### config.mk
export PLATFORM = sky130hd
export DESIGN_NAME = grid_cell_binning
export DESIGN_NICKNAME = d
export VERILOG_FILES = /design/src/gcb_pkg.sv /design/src/grid_cell_binning.sv /design/src/gcb_clamp.sv /design/src/gcb_cellmap.sv /design/src/gcb_index.sv /design/src/gcb_emit.sv
export VERILOG_INCLUDE_DIRS = /design/src /design/src/src
export SDC_FILE = /design/constraint.sdc
export NUM_CORES = 1
export LEC_CHECK = 0
export ABC_CLOCK_PERIOD_IN_PS = 11300
export BUFFER_PORTS_ARGS = -buffer_cell sky130_fd_sc_hd__buf_2
export CAP_MARGIN = 30
export CORE_ASPECT_RATIO = 0.5
export CORE_MARGIN = 2
export CORE_UTILIZATION = 55
export CTS_CLUSTER_SIZE = 30
export DETAILED_ROUTE_END_ITERATION = 12
export PLACE_DENSITY = 0.71
export SLEW_MARGIN = 20
export SYNTH_ARGS = -nofsm -noshare
export SYNTH_HDL_FRONTEND = slang
export SYNTH_SLANG_ARGS = --single-unit
export TNS_END_PERCENT = 50
### constraint.sdc
create_clock -name aclk -period 11.3 [get_ports aclk]
set_clock_uncertainty 0.15 [all_clocks]
set_input_delay 0.565 -clock aclk [delete_from_list [all_inputs] [get_ports aclk]]
set_output_delay 0.565 -clock aclk [all_outputs]
set_load 0.005 [all_outputs]
### src/grid_cell_binning_assert.svh
// ---------------------------------------------------------------------------
// grid_cell_binning assertion macros
// concurrent checks on aclk, held off while aresetn is low
// ---------------------------------------------------------------------------
`ifndef GRID_CELL_BINNING_ASSERT_SVH
`define GRID_CELL_BINNING_ASSERT_SVH
`ifndef SYNTHESIS
`define GCB_ASSERT_IMPL(label, ante, cons) \
    label: assert property (@(posedge aclk) disable iff (!aresetn) (ante) |-> (cons)) \
        else $error("grid_cell_binning: check failed");
`define GCB_ASSERT_NEXT(label, ante, cons) \
    label: assert property (@(posedge aclk) disable iff (!aresetn) (ante) |=> (cons)) \
        else $error("grid_cell_binning: check failed");
`else
`define GCB_ASSERT_IMPL(label, ante, cons)
`define GCB_ASSERT_NEXT(label, ante, cons)
`endif
`endif

### src/gcb_pkg.sv
// ---------------------------------------------------------------------------
// gcb_pkg
// shared types and constants of the grid cell binning pipeline
// ---------------------------------------------------------------------------
`timescale 1ns / 1ps
`default_nettype none

package gcb_pkg;

    // configuration register indexes
    localparam logic CFG_LEVEL_WIDTH  = 1'b0;
    localparam logic CFG_LEVEL_HEIGHT = 1'b1;

    localparam logic [15:0] LEVEL_SIZE_RESET = 16'd1024;

    // which corners of the box land in distinct cells
    typedef enum logic [1:0] {
        RUN_ONE,
        RUN_ROWS,
        RUN_COLS,
        RUN_FOUR
    } run_kind_t;

    typedef struct packed {
        logic [15:0]        tag;
        logic signed [15:0] box_x;
        logic signed [15:0] box_y;
        logic [14:0]        box_w;
        logic [14:0]        box_h;
    } box_item_t;

    typedef struct packed {
        logic [15:0] tag;
        logic [15:0] x1;
        logic [15:0] x2;
        logic [15:0] y1;
        logic [15:0] y2;
    } corner_t;

    typedef struct packed {
        logic [15:0] tag;
        logic [15:0] c1;
        logic [15:0] c2;
        logic [15:0] r1;
        logic [15:0] r2;
    } cellpos_t;

    typedef struct packed {
        logic [15:0] tag;
        run_kind_t   kind;
        logic [15:0] c1;
        logic [15:0] c2;
        logic [19:0] base1;
        logic [19:0] base2;
    } rowbase_t;

endpackage

`default_nettype wire

### src/grid_cell_binning.sv
// ---------------------------------------------------------------------------
// grid_cell_binning
// bins one object's bounding box into the cells of a uniform square grid
// ---------------------------------------------------------------------------
//  channel   dir  handshake          payload
//  s_        in   s_tvalid/s_tready  s_tdata: tag, box x/y, box width/height
//  m_        out  m_tvalid/m_tready  m_tdata: tag, cell index; m_tlast
//  cfg_      in   cfg_wr_en          cfg_addr, cfg_wdata (no read-back)
//
//  five register stages: input, clamp, cell map, row base, output
//  one object enters per cycle while the output register is free; it yields
//  1, 2 or 4 cells at one per cycle while m_tready is high, and the output
//  register takes the next object only when the last cell of a run moves out
//  reset clears stage valid bits and sets both level sizes to 1024
//  a stall on m_tready holds the whole pipeline, bubbles included
// ---------------------------------------------------------------------------
`timescale 1ns / 1ps
`default_nettype none
`include "grid_cell_binning_assert.svh"

module grid_cell_binning
    import gcb_pkg::*;
#(
    parameter int CELL_SIZE = 64,
    parameter int MARGIN    = 10
) (
    input  wire logic        aclk,
    input  wire logic        aresetn,

    input  wire logic        s_tvalid,
    output logic             s_tready,
    // [15:0] item_tag, [31:16] box_x, [47:32] box_y, [62:48] box_width,
    // [77:63] box_height, zero pad
    input  wire logic [79:0] s_tdata,

    output logic             m_tvalid,
    input  wire logic        m_tready,
    output logic [39:0]      m_tdata,   // [15:0] tag_out, [35:16] cell_index, zero pad
    output logic             m_tlast,   // last_cell

    input  wire logic        cfg_wr_en,
    input  wire logic        cfg_addr,
    input  wire logic [15:0] cfg_wdata
);

    logic [15:0] level_width_reg, level_height_reg;
    logic        in_valid_reg;
    box_item_t   in_item_reg;
    logic        adv;

    logic        clamp_valid;
    corner_t     clamp_corner;
    logic        map_valid;
    cellpos_t    map_pos;
    logic [15:0] cols;
    logic        idx_valid;
    rowbase_t    idx_base;

    always_ff @(posedge aclk) begin
        if (!aresetn) begin
            level_width_reg  <= LEVEL_SIZE_RESET;
            level_height_reg <= LEVEL_SIZE_RESET;
        end else if (cfg_wr_en) begin
            case (cfg_addr)
                CFG_LEVEL_WIDTH:  level_width_reg  <= cfg_wdata;
                CFG_LEVEL_HEIGHT: level_height_reg <= cfg_wdata;
                default: ;
            endcase
        end
    end

    assign s_tready = adv;

    always_ff @(posedge aclk) begin
        if (!aresetn) begin
            in_valid_reg <= 1'b0;
        end else if (adv) begin
            in_valid_reg <= s_tvalid;
        end
    end

    always_ff @(posedge aclk) begin
        if (adv) begin
            in_item_reg.tag   <= s_tdata[15:0];
            in_item_reg.box_x <= s_tdata[31:16];
            in_item_reg.box_y <= s_tdata[47:32];
            in_item_reg.box_w <= s_tdata[62:48];
            in_item_reg.box_h <= s_tdata[77:63];
        end
    end

    gcb_clamp #(
        .MARGIN (MARGIN)
    ) u_clamp (
        .aclk         (aclk),
        .aresetn      (aresetn),
        .en           (adv),
        .in_valid     (in_valid_reg),
        .in_item      (in_item_reg),
        .level_width  (level_width_reg),
        .level_height (level_height_reg),
        .out_valid    (clamp_valid),
        .out_corner   (clamp_corner)
    );

    gcb_cellmap #(
        .CELL_SIZE (CELL_SIZE)
    ) u_cellmap (
        .aclk        (aclk),
        .aresetn     (aresetn),
        .en          (adv),
        .in_valid    (clamp_valid),
        .in_corner   (clamp_corner),
        .level_width (level_width_reg),
        .out_valid   (map_valid),
        .out_pos     (map_pos),
        .cols        (cols)
    );

    gcb_index u_index (
        .aclk      (aclk),
        .aresetn   (aresetn),
        .en        (adv),
        .in_valid  (map_valid),
        .in_pos    (map_pos),
        .cols      (cols),
        .out_valid (idx_valid),
        .out_base  (idx_base)
    );

    gcb_emit u_emit (
        .aclk     (aclk),
        .aresetn  (aresetn),
        .in_valid (idx_valid),
        .in_base  (idx_base),
        .ready    (adv),
        .m_tvalid (m_tvalid),
        .m_tready (m_tready),
        .m_tdata  (m_tdata),
        .m_tlast  (m_tlast)
    );

    // a run never breaks off before its last cell
    `GCB_ASSERT_NEXT(a_run_continues, m_tvalid && m_tready && !m_tlast, m_tvalid)
    // every cell of a run carries the same tag
    `GCB_ASSERT_NEXT(a_run_tag_held, m_tvalid && m_tready && !m_tlast, m_tdata[15:0] == $past(m_tdata[15:0]))
    // an empty output register never holds back the input side
    `GCB_ASSERT_IMPL(a_ready_when_empty, !m_tvalid, s_tready)

endmodule

`default_nettype wire

### src/gcb_clamp.sv
// ---------------------------------------------------------------------------
// gcb_clamp
// widens the box by the margin and clamps each corner into the level
// ---------------------------------------------------------------------------
`timescale 1ns / 1ps
`default_nettype none

module gcb_clamp
    import gcb_pkg::*;
#(
    parameter int MARGIN = 10
) (
    input  wire logic        aclk,
    input  wire logic        aresetn,
    input  wire logic        en,
    input  wire logic        in_valid,
    input  wire box_item_t   in_item,
    input  wire logic [15:0] level_width,
    input  wire logic [15:0] level_height,
    output logic             out_valid,
    output corner_t          out_corner
);

    // room for a 16 bit signed edge plus a 15 bit extent plus the margin
    localparam int COORD_W = 18;
    localparam logic signed [COORD_W-1:0] MARG = COORD_W'(MARGIN);

    function automatic logic [15:0] clamp_to(input logic signed [COORD_W-1:0] v,
                                             input logic [15:0] size);
        logic [15:0]                hi;
        logic signed [COORD_W-1:0]  hi_s;
        hi   = (size == 16'd0) ? 16'd0 : size - 16'd1;
        hi_s = signed'(COORD_W'(hi));
        if (v < 0) begin
            return 16'd0;
        end
        if (v > hi_s) begin
            return hi;
        end
        return v[15:0];
    endfunction

    logic signed [COORD_W-1:0] bx_e, by_e, bw_e, bh_e;
    corner_t corner_next;
    logic    valid_reg;
    corner_t corner_reg;

    always_comb begin
        bx_e = COORD_W'(in_item.box_x);
        by_e = COORD_W'(in_item.box_y);
        bw_e = signed'(COORD_W'(in_item.box_w));
        bh_e = signed'(COORD_W'(in_item.box_h));
        corner_next.tag = in_item.tag;
        corner_next.x1  = clamp_to(bx_e - MARG, level_width);
        corner_next.x2  = clamp_to(bx_e + bw_e + MARG, level_width);
        corner_next.y1  = clamp_to(by_e - MARG, level_height);
        corner_next.y2  = clamp_to(by_e + bh_e + MARG, level_height);
    end

    always_ff @(posedge aclk) begin
        if (!aresetn) begin
            valid_reg <= 1'b0;
        end else if (en) begin
            valid_reg <= in_valid;
        end
    end

    always_ff @(posedge aclk) begin
        if (en) begin
            corner_reg <= corner_next;
        end
    end

    assign out_valid  = valid_reg;
    assign out_corner = corner_reg;

endmodule

`default_nettype wire

### src/gcb_cellmap.sv
// ---------------------------------------------------------------------------
// gcb_cellmap
// maps clamped corners to grid columns and rows, and the level width to
// the column count, by multiplying with the reciprocal of the cell size
// ---------------------------------------------------------------------------
`timescale 1ns / 1ps
`default_nettype none

module gcb_cellmap
    import gcb_pkg::*;
#(
    parameter int CELL_SIZE = 64
) (
    input  wire logic        aclk,
    input  wire logic        aresetn,
    input  wire logic        en,
    input  wire logic        in_valid,
    input  wire corner_t     in_corner,
    input  wire logic [15:0] level_width,
    output logic             out_valid,
    output cellpos_t         out_pos,
    output logic [15:0]      cols
);

    // ceil(2^32 / CELL_SIZE): exact quotient for any 17 bit dividend
    localparam logic [32:0] RECIP =
        33'(((64'd1 << 32) + 64'(CELL_SIZE) - 64'd1) / 64'(CELL_SIZE));

    function automatic logic [15:0] div_cell(input logic [16:0] x);
        logic [49:0] p;
        p = 50'(x) * 50'(RECIP);
        return p[47:32];
    endfunction

    logic [15:0] wmin;
    logic [16:0] wsum;
    logic [15:0] cols_next;
    logic [15:0] cols_reg;
    cellpos_t    pos_next;
    cellpos_t    pos_reg;
    logic        valid_reg;

    always_comb begin
        // a zero width acts as one
        wmin      = (level_width == 16'd0) ? 16'd1 : level_width;
        wsum      = 17'(wmin) + 17'(CELL_SIZE - 1);
        cols_next = div_cell(wsum);

        pos_next.tag = in_corner.tag;
        pos_next.c1  = div_cell(17'(in_corner.x1));
        pos_next.c2  = div_cell(17'(in_corner.x2));
        pos_next.r1  = div_cell(17'(in_corner.y1));
        pos_next.r2  = div_cell(17'(in_corner.y2));
    end

    always_ff @(posedge aclk) begin
        if (!aresetn) begin
            valid_reg <= 1'b0;
        end else if (en) begin
            valid_reg <= in_valid;
        end
    end

    // column count follows the width register in the next cycle
    always_ff @(posedge aclk) begin
        cols_reg <= cols_next;
        if (en) begin
            pos_reg <= pos_next;
        end
    end

    assign out_valid = valid_reg;
    assign out_pos   = pos_reg;
    assign cols      = cols_reg;

endmodule

`default_nettype wire

### src/gcb_index.sv
// ---------------------------------------------------------------------------
// gcb_index
// row bases of the top and bottom cell rows and the kind of cell run
// ---------------------------------------------------------------------------
`timescale 1ns / 1ps
`default_nettype none

module gcb_index
    import gcb_pkg::*;
(
    input  wire logic        aclk,
    input  wire logic        aresetn,
    input  wire logic        en,
    input  wire logic        in_valid,
    input  wire cellpos_t    in_pos,
    input  wire logic [15:0] cols,
    output logic             out_valid,
    output rowbase_t         out_base
);

    logic [31:0] prod1, prod2;
    logic        same_col, same_row;
    rowbase_t    base_next;
    rowbase_t    base_reg;
    logic        valid_reg;

    always_comb begin
        prod1    = 32'(in_pos.r1) * 32'(cols);
        prod2    = 32'(in_pos.r2) * 32'(cols);
        // column below cols, so equal indexes mean equal rows and columns
        same_col = (in_pos.c1 == in_pos.c2);
        same_row = (in_pos.r1 == in_pos.r2);

        base_next.tag   = in_pos.tag;
        base_next.c1    = in_pos.c1;
        base_next.c2    = in_pos.c2;
        base_next.base1 = prod1[19:0];
        base_next.base2 = prod2[19:0];
        if (same_col && same_row) begin
            base_next.kind = RUN_ONE;
        end else if (same_col) begin
            base_next.kind = RUN_ROWS;
        end else if (same_row) begin
            base_next.kind = RUN_COLS;
        end else begin
            base_next.kind = RUN_FOUR;
        end
    end

    always_ff @(posedge aclk) begin
        if (!aresetn) begin
            valid_reg <= 1'b0;
        end else if (en) begin
            valid_reg <= in_valid;
        end
    end

    always_ff @(posedge aclk) begin
        if (en) begin
            base_reg <= base_next;
        end
    end

    assign out_valid = valid_reg;
    assign out_base  = base_reg;

endmodule

`default_nettype wire

### src/gcb_emit.sv
// ---------------------------------------------------------------------------
// gcb_emit
// output register: loads the cell run of one object and shifts it out one
// cell per transfer, marking the final cell
// ---------------------------------------------------------------------------
`timescale 1ns / 1ps
`default_nettype none

module gcb_emit
    import gcb_pkg::*;
(
    input  wire logic        aclk,
    input  wire logic        aresetn,
    input  wire logic        in_valid,
    input  wire rowbase_t    in_base,
    output logic             ready,
    output logic             m_tvalid,
    input  wire logic        m_tready,
    output logic [39:0]      m_tdata,   // [15:0] tag_out, [35:16] cell_index, zero pad
    output logic             m_tlast    // last_cell
);

    logic        valid_reg, valid_next;
    logic [15:0] tag_reg, tag_next;
    logic [19:0] slot_reg [4];
    logic [19:0] slot_next [4];
    logic [1:0]  rem_reg, rem_next;
    logic [19:0] a0, a1, a2, a3;
    logic        xfer, done;

    assign xfer  = valid_reg && m_tready;
    assign done  = !valid_reg || (xfer && (rem_reg == 2'd0));
    assign ready = done;

    always_comb begin
        a0 = in_base.base1 + 20'(in_base.c1);
        a1 = in_base.base1 + 20'(in_base.c2);
        a2 = in_base.base2 + 20'(in_base.c1);
        a3 = in_base.base2 + 20'(in_base.c2);

        valid_next = valid_reg;
        tag_next   = tag_reg;
        rem_next   = rem_reg;
        for (int i = 0; i < 4; i++) begin
            slot_next[i] = slot_reg[i];
        end

        if (done) begin
            valid_next   = in_valid;
            tag_next     = in_base.tag;
            slot_next[0] = a0;
            case (in_base.kind)
                RUN_ONE: begin
                    rem_next = 2'd0;
                end
                RUN_ROWS: begin
                    slot_next[1] = a2;
                    rem_next     = 2'd1;
                end
                RUN_COLS: begin
                    slot_next[1] = a1;
                    rem_next     = 2'd1;
                end
                default: begin
                    // all four corners in distinct cells
                    slot_next[1] = a1;
                    slot_next[2] = a2;
                    slot_next[3] = a3;
                    rem_next     = 2'd3;
                end
            endcase
        end else if (xfer) begin
            slot_next[0] = slot_reg[1];
            slot_next[1] = slot_reg[2];
            slot_next[2] = slot_reg[3];
            rem_next     = rem_reg - 2'd1;
        end
    end

    always_ff @(posedge aclk) begin
        if (!aresetn) begin
            valid_reg <= 1'b0;
            rem_reg   <= 2'd0;
        end else begin
            valid_reg <= valid_next;
            rem_reg   <= rem_next;
        end
    end

    always_ff @(posedge aclk) begin
        tag_reg <= tag_next;
        for (int i = 0; i < 4; i++) begin
            slot_reg[i] <= slot_next[i];
        end
    end

    assign m_tvalid = valid_reg;
    assign m_tdata  = {4'b0000, slot_reg[0], tag_reg};
    assign m_tlast  = (rem_reg == 2'd0);

endmodule

`default_nettype wire
==> results of run 1 <==
[synth_stat cells, drive strengths merged, types with 9 or more instances]
library cell | n | area (um2)
edfxtp | 364 | 10900
nand2 | 325 | 1220
ha | 278 | 3480
inv | 231 | 867
fa | 144 | 2880
and2 | 127 | 795
nor2 | 127 | 479
xnor2 | 119 | 1040
a21oi | 107 | 539
o21ai | 92 | 464
clkbuf | 82 | 308
xor2 | 79 | 692
dfxtp | 50 | 1000
a21boi | 44 | 330
nand3 | 44 | 225
nor3 | 40 | 200
nor2b | 30 | 188
a211oi | 23 | 178
a21o | 23 | 173
nand2b | 23 | 144
nor4 | 21 | 156
nand4 | 17 | 106
o21a | 16 | 120
mux2i | 15 | 163
o21bai | 15 | 113
and3 | 14 | 87.6
o22ai | 13 | 81.3
a31oi | 10 | 83.8
buf | 10 | 76.3
or3 | 10 | 67.6
a22o | 9 | 78.8
or2 | 9 | 58.8
[worst paths after layout]
check,endpoint,slack (ns)
worst min register to register,u_cellmap.out_pos[3],0.27
worst min-delay path,in_item_reg[76],0.03
worst max register to register,u_index.out_base[19],5.17
worst max-delay path,u_index.out_base[19],5.17
[placed cells by master, fill, tap and decap left out, drive strengths merged, types with 49 or more instances in the layout]
| master | n |
|---|---|
| edfxtp | 364 |
| and2 | 127 |
| buf | 150 |
| nor2 | 127 |
| ha | 278 |
| a21oi | 107 |
| xor2 | 79 |
| dfxtp | 50 |
| o21ai | 92 |
| fa | 144 |
| nand2 | 325 |
| xnor2 | 119 |
| inv | 235 |
| clkbuf | 49 |
[cell type report]
type | count | share of cell area
Antenna cell | 1 | 0.0000807
Sequential cell | 414 | 0.385
Clock buffer | 49 | 0.0353
Inverter | 231 | 0.0282
Tap cell | 690 | 0.0278
Clock inverter | 23 | 0.00770
Timing Repair Buffer | 184 | 0.0374
Multi-Input combinational cell | 1849 | 0.479
[worst reg2reg max path, stage by stage (launching register included)]
cell and delay, ns:
sky130_fd_sc_hd__dfxtp_1 0.88, sky130_fd_sc_hd__nand2_1 0.18, sky130_fd_sc_hd__fa_1 0.57, sky130_fd_sc_hd__inv_1 0.05, sky130_fd_sc_hd__fa_1 0.50, sky130_fd_sc_hd__inv_1 0.06
sky130_fd_sc_hd__fa_1 0.53, sky130_fd_sc_hd__inv_1 0.05, sky130_fd_sc_hd__fa_1 0.47, sky130_fd_sc_hd__inv_1 0.05, sky130_fd_sc_hd__fa_1 0.47, sky130_fd_sc_hd__inv_1 0.04
sky130_fd_sc_hd__ha_1 0.19, sky130_fd_sc_hd__nor3_1 0.20, sky130_fd_sc_hd__o2111ai_1 0.18, sky130_fd_sc_hd__a31oi_1 0.23, sky130_fd_sc_hd__nor2b_1 0.09, sky130_fd_sc_hd__o21ai_0 0.19
sky130_fd_sc_hd__a21oi_1 0.12, sky130_fd_sc_hd__a211oi_1 0.32, sky130_fd_sc_hd__a21oi_1 0.13, sky130_fd_sc_hd__xnor2_1 0.28
[per-layer routing]
layer / vias up / GRT usage / part of all wire
met2: 393 / 0.345 / 0.44
li1: 9209 / - / -
met5: - / 0 / 0
met3: 89 / 0.0360 / 0.052
met1: 8844 / 0.316 / 0.48
met4: 0 / 0.0526 / 0.019
[power breakdown]
group / internal, uW / switching [uW]
logic: 740 / 918
clock network: 787 / 582
registers: 2080 / 255
total: 3610 / 1750
[kinds of logic after synthesis]
family / count (synthesis) / synth area share
AOI/OAI and AO/OA: 406 / 0.0962
xor gates and xnor gates: 198 / 0.0619
adders and majority gates: 422 / 0.227
buffers and inverters: 323 / 0.0446
DFF: 414 / 0.426
muxes: 16 / 0.00621
other: 1 / 0.000134
and+or+nand+nor: 803 / 0.138
[through the flow]
step | hold slack (ns) | cell area (um2) | util | total power (uW)
finish | 0.0257 | 31000 | 0.617 | 5360
global route | 0.00635 | 31000 | 0.617 | 5730
CTS | 0.000668 | 31000 | 0.616 | 5390
detailed placement | 0.255 | 29300 | 0.583 | 3990
global placement | 0.251 | 29300 | 0.582 | 3930
floorplan | 0.250 | 28000 | - | 3530
[timing repair]
action,CTS,global route
hold buffers,34,0
setup endpoints to repair,0,0
hold endpoints to repair,34,0
==> out/results.ini, run 1 <==
[run_status]
outcome=finished, final reports clean

[synthesis]
dominant_synthesized_flop_cell=sky130_fd_sc_hd__edfxtp_1
sequential_cell_area_fraction_in_the_yosys_report=0.426
post_synth_inst_count=2583
syn_warnings=0
synthArstFlopShare=0
synth_area_per_cell_um2=10.8
ys_seq_elements=414
synth.lib_cells_used.distinct=81
syn_area_um2=28000
edff_count_synth=364

[sta]
setup-violations-final=0
finalHoldViolCount=0
fmax_mhz=163
final_max_slew_viol_count=0
layout_min_cycle_time_ns=6.13
grt_setup_unrepaired=no
post-route-period-util=0.542
worst_slew_pin_slew_ns=0.958
finalWorstSetupSlack_ns=5.17
setup-tns-final_ns=0
relSlewSlack=0.361

[clock_tree]
max-clock-path-buffers=3
clock_latency_ns=0.56
clk_root_buffer_cell=sky130_fd_sc_hd__clkbuf_16
cts_made_buffers=40
h-tree-depth=2
cts_num_sinks=414
cts_clk_pin_slew_worst_paths_ns=0.06
post_cts.resized_instances=0
tritoncts=done
postCtsSetupRepairBufs=0

[global_routing]
grt_pass1_vias=18238
grt_usage=0.218
grt-ovfl-total=0
grt_start_max_net_pins=125
grt_pass1_wl_um=92100
antenna_violations_before_repair=1

[floorplan]
die_x_um=323
dieArea_um2=52900
floorplan.core_area_um2=50300
die_height_um=164
design.portCount=145
initial_utilization=0.557
fp-row-count=58

[critical_path]
top_delay_family_on_crit_path=adder cells
worst-setup-path-type=reg2reg
crit_chain=nand2_1, fa_1, inv_1, fa_1, inv_1, fa_1, inv_1, fa_1, inv_1, fa_1, inv_1, ha_1, nor3_1, o2111ai_1, a31oi_1, nor2b_1, o21ai_0, a21oi_1, a211oi_1, a21oi_1, xnor2_1
crit_path_start_kind=register
critical_path.startpoint=u_cellmap.cols[7]
timing.critical_path.slowest_stage_cell=sky130_fd_sc_hd__dfxtp_1
timing.critical_path.to_type=register
cp_data_arrival_time_ns=6.33
critical_path.n_buffers_inverters=5
crit_required_ns=11.50
worst-r2r-cell-count=21
r2r-start=u_cellmap.cols[7]
worstPathMaxFanout=20
worst-path-stages=21
cpPeakStageDelay_ns=0.88

[routing]
remaining_drc_errors=0
post_drt_wl_per_cell_um=16.4
via_count=18535
detail_route.wirelength_um=56500
detailedRoute.firstPassIterationCount=9
antenna_violating_nets_post_route=0
route.detailed.vias_per_inst=5.39
first_iter_violations=1368

[power]
vdd_ir_drop_max_v=0.000146
pwr_density_cell_nw_per_um2=173
cell_leakage_power_uw=0.0140

[layout]
n_fill_cell=4129
areaGrowthSynthToFinish_pct=10.7
layout-drive-gt1-share=0.0920
layout.nets=3244
largest_register_ff_count=80
final_cell_count_no_fill=3441
multi_input_comb_area_um2=14900
register_area_um2=11900

[worst_hold_path]
min_from=s_tdata[14]
min-delay-path-class=in2reg
min_path_cells=1

[placement]
detailedPlacementHpwl_um=42700
dp.cells=3332
place_congestion=0.885
numPortBuffers=138
pre_cts_slack_ns=5.17

[job]
timing.max_cap.violations=0

No activity file was read; power rests on OpenSTA's default activity.
==> run 2, diff against run 1 <==
Settings changed: ABC_AREA set to 1, ABC_CLOCK_PERIOD_IN_PS 11300 to 6200.
Clock period 11.3 ns to 6.2 ns, I/O delays scaled along.
==> run 2 against run 1 <==
- die area increased by 4.9%
- highest routed layer unchanged
- register-to-register slack got worse by 4.6 ns
- cell count increased by 20%
- critical endpoint is now u_index.out_base[37]
- area after synthesis increased by 5.0%
==> out/results.ini, run 2 <==
[run_status]
outcome=finished, final reports clean

[synthesis]
dominant_synthesized_flop_cell=sky130_fd_sc_hd__edfxtp_1
mux_cell_area_share_after_synthesis=0
synth.top_cell.area_share=0.372
synth_top_area_cell=sky130_fd_sc_hd__edfxtp_1
syn_area_um2=29400
synth-compound-area-share=0.0713
yosys.area_share.simple=0.178
synthMostInstantiatedCell=sky130_fd_sc_hd__nand2_1
synth_area_per_cell_um2=9.23
yosys.area_share.xor_xnor=0.0485
syn_warnings=0
sequential_cell_area_fraction_in_the_yosys_report=0.406
edff_count_synth=364
synth_common_cells=719 x sky130_fd_sc_hd__nand2_1, 511 x sky130_fd_sc_hd__inv_1, 364 x sky130_fd_sc_hd__edfxtp_1, 278 x sky130_fd_sc_hd__ha_1, 208 x sky130_fd_sc_hd__nor2_1
synth.lib_cells_used.distinct=60
post_synth_inst_count=3187
synth_top_family_by_area=adder cells
synthArstFlopShare=0
synth_top_cells_by_area=sky130_fd_sc_hd__edfxtp_1 37%, sky130_fd_sc_hd__ha_1 12%, sky130_fd_sc_hd__fa_1 9.8%
ys_seq_elements=414
synth_fa_ha_area_frac=0.216

[critical_path]
crit_chain=nand2_1, fa_1, fa_1, inv_1, fa_1, fa_1, inv_1, fa_1, inv_1, ha_1, nand2_1, nor2_1, nand3_1, o2111ai_1, a21oi_1, o21ai_0, xor2_1
timing.critical_path.to_type=register
crit_path_start_kind=register
worst-setup-path-type=reg2reg
timing.critical_path.slowest_stage_cell=sky130_fd_sc_hd__dfxtp_1
cp_data_arrival_time_ns=5.73
cpPeakStageDelay_ns=0.95
top_delay_family_on_crit_path=adder cells
critical-path-top-cell-by-count=sky130_fd_sc_hd__fa_1
worstPathMaxFanout=20
critical_path.n_buffers_inverters=3
crit_required_ns=6.33

[floorplan]
dieArea_um2=55500
initial_utilization=0.561
die_height_um=168
floorplan.core_area_um2=52400
die_x_um=331
fp-row-count=59
design.portCount=145

[clock_tree]
tritoncts=done
max-clock-path-buffers=3
cts_num_sinks=414
clk_root_buffer_cell=sky130_fd_sc_hd__clkbuf_16
h-tree-depth=2
cts_made_buffers=38
cts_clk_pin_slew_worst_paths_ns=0.07
clock_latency_ns=0.56

[routing]
remaining_drc_errors=0
first_iter_violations=1769
route.detailed.vias_per_inst=5.27
detailedRoute.firstPassIterationCount=5
detail_route.wirelength_um=66400
post_drt_wl_per_cell_um=16.1
via_count=21747
antenna_violating_nets_post_route=0

[layout]
areaGrowthSynthToFinish_pct=12.2
n_fill_cell=4370
largest_register_ff_count=80
register_area_um2=11900
layout.nets=3921
layout.cells.most_common_list=718 x sky130_fd_sc_hd__nand2_1, 511 x sky130_fd_sc_hd__inv_1, 364 x sky130_fd_sc_hd__edfxtp_1, 278 x sky130_fd_sc_hd__ha_1, 208 x sky130_fd_sc_hd__nor2_1
layout-drive-gt1-share=0.0946
mostFrequentLayoutCell=sky130_fd_sc_hd__nand2_1
multi_input_comb_area_um2=15100

[sta]
worst_slew_pin_slew_ns=1.03
post-route-period-util=0.903
grt_setup_unrepaired=no
setup-violations-final=0
layout_min_cycle_time_ns=5.60
final_max_slew_viol_count=0
relSlewSlack=0.316
setup-tns-final_ns=0
finalWorstSetupSlack_ns=0.601
finalHoldViolCount=0
fmax_mhz=179

[global_routing]
grt_pass1_vias=21518
antenna_violations_before_repair=2
grt-busiest-layer=met2
grt_start_max_net_pins=183
met1_usage=0.352
met2_usage=0.391
grt_pass1_wl_um=109000
grt_usage=0.245
grt-ovfl-total=0
grtUsageMet3=0.0404

[power]
vdd_ir_drop_max_v=0.000190
pwr_density_cell_nw_per_um2=356
cell_leakage_power_uw=0.0165

[job]
timing.max_cap.violations=0

[placement]
detailedPlacementHpwl_um=50400
numPortBuffers=138
place_congestion=0.910
pre_cts_slack_ns=0.676

[worst_hold_path]
min-delay-path-class=in2reg

-- run 2: cell types whose count changed in the layout (fill, tap and decap cells not counted), moves of 30 or more --
cell,delta
sky130_fd_sc_hd__nand2_1,+395
sky130_fd_sc_hd__inv_1,+281
sky130_fd_sc_hd__and2_1,-125
sky130_fd_sc_hd__nor2_1,+82
sky130_fd_sc_hd__nand3_1,+79
sky130_fd_sc_hd__xnor2_1,-65
sky130_fd_sc_hd__dlygate4sd3_1,+61
sky130_fd_sc_hd__a21oi_1,+45
sky130_fd_sc_hd__a21boi_0,-41
sky130_fd_sc_hd__nor2b_1,-30
sky130_fd_sc_hd__xor2_1,+30
-- run 2: per-layer routing --
layer  share of wire  wire [um]
met1            0.47      31200
met2            0.45      29700
met3           0.063       4210
met4           0.019       1280
met5               0          0
-- run 2: worst paths after layout --
path / start / endpoint / slack, ns / cells after the start
worst max register to register: u_cellmap.cols[2] / u_index.out_base[37] / 0.60 / 17
worst max-delay path: u_cellmap.cols[2] / u_index.out_base[37] / 0.60 / 17
worst min-delay path: cfg_addr / level_width_reg[10] / 0.03 / 3
worst min register to register: u_index.out_base[78] / u_emit.tag_reg[4] / 0.27 / 0
-- run 2: logic make-up (layout without fill, tap and decap cells) --
group,after synthesis,in the layout
AND/OR/NAND/NOR,1202,1202
buffers and inverters,615,851
adder cells (fa/ha/maj),422,422
flip-flops,414,414
AO/OA/AOI/OAI,370,370
XOR/XNOR,163,163
other,1,5
-- run 2: tightest hold or removal path: cells and delay by family --
family	cells	cell delay [ns]
AOI/OAI and AO/OA	1	0.18
buffers and inverters	1	0.09
and+or+nand+nor	1	0.11
-- run 2: power breakdown --
group / internal (uW) / switching (uW)
clock: 1340 / 1060
sequential: 3980 / 567
combinational: 1880 / 2920
total: 7190 / 4550
-- run 2: through the flow --
| stage | instances | utilization | total power, uW | cell area [um2] | hold WS (ns) |
|---|---|---|---|---|---|
| after floorplan | 3190 | - | 7940 | 29400 | 0.250 |
| after global placement | 3960 | 0.587 | 9130 | 30800 | 0.250 |
| after detailed placement | 3960 | 0.587 | 9280 | 30800 | 0.255 |
| after CTS | 4124 | 0.629 | 11800 | 33000 | 0.00316 |
| after global routing | 4128 | 0.630 | 12700 | 33000 | 0.0755 |
| final | 4128 | 0.630 | 11700 | 33000 | 0.0304 |
-- run 2: area by class of cell --
cell class	instances	area share
antenna	1	0.0000758
clock buffer	44	0.0314
clock inverter	25	0.00656
inverter	525	0.0597
multi-input combinational	2161	0.459
sequential	414	0.361
tap	701	0.0266
timing repair buffer	257	0.0556
-- run 2: timing repair --
item / CTS / global route
buffers inserted: 0 / 0
endpoints found under the hold margin: 111 / 0
resized for setup: 0 / 0
hold buffers: 95 / 0
==> run 3, diff against run 2 <==
Settings changed: ABC_AREA 1 to unset.
==> run 3 against run 2 <==
- the flow now finishes with violations (hold timing)
- register-to-register slack got worse by 0.14 ns
- combinational power decreased by 35%
- final area decreased by 4.0%
- routed wire length decreased by 12%
- first-iteration DRC count decreased by 21%
- clock-buffer cell count increased by 6
- critical path type unchanged
- critical endpoint is now u_index.out_base[38]
- largest power group is now sequential cells
==> out/results.ini, run 3 (synthesized netlist as in run 1, its figures left out) <==
[run_status]
outcome=finished with violations
violations_in_the_final_reports=hold timing

[routing]
antenna_violating_nets_post_route=0
first_iter_violations=1400
via_count=18794
route.detailed.vias_per_inst=5.35
remaining_drc_errors=0
detailedRoute.firstPassIterationCount=6
detail_route.wirelength_um=58600
post_drt_wl_per_cell_um=16.7

[layout]
mostFrequentLayoutCell=sky130_fd_sc_hd__edfxtp_1
multi_input_comb_area_um2=14900
final_area_um2=31700
layout.cells.most_common_list=364 x sky130_fd_sc_hd__edfxtp_1, 323 x sky130_fd_sc_hd__nand2_1, 278 x sky130_fd_sc_hd__ha_1, 230 x sky130_fd_sc_hd__inv_1, 144 x sky130_fd_sc_hd__fa_1
layout-drive-gt1-share=0.0935
register_area_um2=11900
layout.nets=3318
n_fill_cell=4027
areaGrowthSynthToFinish_pct=13.1
largest_register_ff_count=80

[sta]
fmax_mhz=174
post-route-period-util=0.925
worst_slew_pin_slew_ns=0.932
finalHoldViolCount=2
setup-tns-final_ns=0
finalWorstSetupSlack_ns=0.464
final_max_slew_viol_count=0
layout_min_cycle_time_ns=5.74
setup-violations-final=0
fin_worst_hold_slack_ns=-0.0117
grt_setup_unrepaired=no
relSlewSlack=0.379

[clock_tree]
cts_made_buffers=39
clk_root_buffer_cell=sky130_fd_sc_hd__clkbuf_16
h-tree-depth=2
cts_num_sinks=414
max-clock-path-buffers=3
postCtsSetupRepairBufs=0
holdBufCountCts=95
clock_latency_ns=0.56
tritoncts=done
post_cts.resized_instances=0
cts_clk_pin_slew_worst_paths_ns=0.06

[critical_path]
worst-setup-path-type=reg2reg
r2r-start=u_cellmap.cols[4]
worstPathMaxFanout=20
worst-r2r-cell-count=18
crit-reg2reg-capture=u_index.out_base[38]
crit_path_start_kind=register
setup.reg_to_reg.worst_slack_ns=0.46
crit_required_ns=6.36
cp_data_arrival_time_ns=5.89
timing.critical_path.to_type=register

[placement]
detailedPlacementHpwl_um=44400
pre_cts_slack_ns=0.480
numPortBuffers=138
area_of_placed_instances_um2=29400
place_congestion=0.907

[power]
cell_leakage_power_uw=0.0143
pwr_density_cell_nw_per_um2=309
power_uw=9800
vdd_ir_drop_max_v=0.000226

[worst_hold_path]
timing.hold.worst_endpoint=level_width_reg[3]
min-delay-path-class=in2reg
min_path_cells=4
min_from=cfg_addr

[global_routing]
antenna_violations_before_repair=0
grt-ovfl-total=0
grt_pass1_wl_um=94600
grt_usage=0.225
grt_pass1_vias=18573
grt_start_max_net_pins=178

[floorplan]
floorplan.core_area_um2=50300
design.portCount=145
initial_utilization=0.557
die_height_um=164
dieArea_um2=52900
die_x_um=323
fp-row-count=58

[job]
timing.max_cap.violations=0

-- run 3: worst max-delay path, cell delays in order, from the launching register on --
cell and delay, ns:
sky130_fd_sc_hd__dfxtp_1 0.84, sky130_fd_sc_hd__nand2_1 0.18, sky130_fd_sc_hd__fa_1 0.53, sky130_fd_sc_hd__inv_1 0.06, sky130_fd_sc_hd__fa_1 0.46, sky130_fd_sc_hd__ha_1 0.31, sky130_fd_sc_hd__fa_1 0.48, sky130_fd_sc_hd__inv_1 0.05
sky130_fd_sc_hd__fa_1 0.48, sky130_fd_sc_hd__inv_1 0.04, sky130_fd_sc_hd__ha_1 0.33, sky130_fd_sc_hd__inv_1 0.08, sky130_fd_sc_hd__o21bai_1 0.09, sky130_fd_sc_hd__a211oi_1 0.38, sky130_fd_sc_hd__o31ai_1 0.20, sky130_fd_sc_hd__o41ai_2 0.39
sky130_fd_sc_hd__o21ai_0 0.16, sky130_fd_sc_hd__a21oi_1 0.19, sky130_fd_sc_hd__xnor2_1 0.08
-- run 3: worst max path at each step --
stage	startpoint	end	depth (start not counted)	slack, ns
after floorplan	u_emit.rem_reg[0]	u_emit.slot_reg[0][10]	8	0.74
after global placement	u_cellmap.out_pos[2]	u_index.out_base[19]	21	0.56
after detailed placement	u_cellmap.out_pos[2]	u_index.out_base[19]	21	0.48
after CTS	u_cellmap.cols[4]	u_index.out_base[38]	18	0.46
after global routing	u_cellmap.out_pos[2]	u_index.out_base[19]	21	0.11
final	u_cellmap.cols[4]	u_index.out_base[38]	18	0.46
-- run 3: power by group --
part	total, uW	switching (uW)	internal [uW]
clock network	2470	1070	1390
registers	4220	424	3790
logic	3120	1730	1390
total	9800	3230	6570
-- run 3: metal layers --
metal	vias to the layer above	track usage	part of all wire
met2	432	0.359	0.45
met4	0	0.0452	0.016
met3	71	0.0338	0.053
met1	8942	0.329	0.48
met5	-	0	0
li1	9349	-	-
-- run 3: cell type report --
type	count	share of cell area
clock buffers	50	0.0344
clock inverters	21	0.00679
flip-flops and latches	414	0.376
diodes	1	0.0000790
repair buffers	259	0.0588
well taps	690	0.0272
multi-input cells	1849	0.469
inverters	231	0.0276
-- run 3: through the flow --
step	utilization	instances	hold slack, ns
final	0.630	3515	-0.0117
after global routing	0.630	3514	0.00679
after CTS	0.630	3512	0.0268
after detailed placement	0.585	3346	0.255
after global placement	0.585	3345	0.250
after floorplan	-	2586	0.250
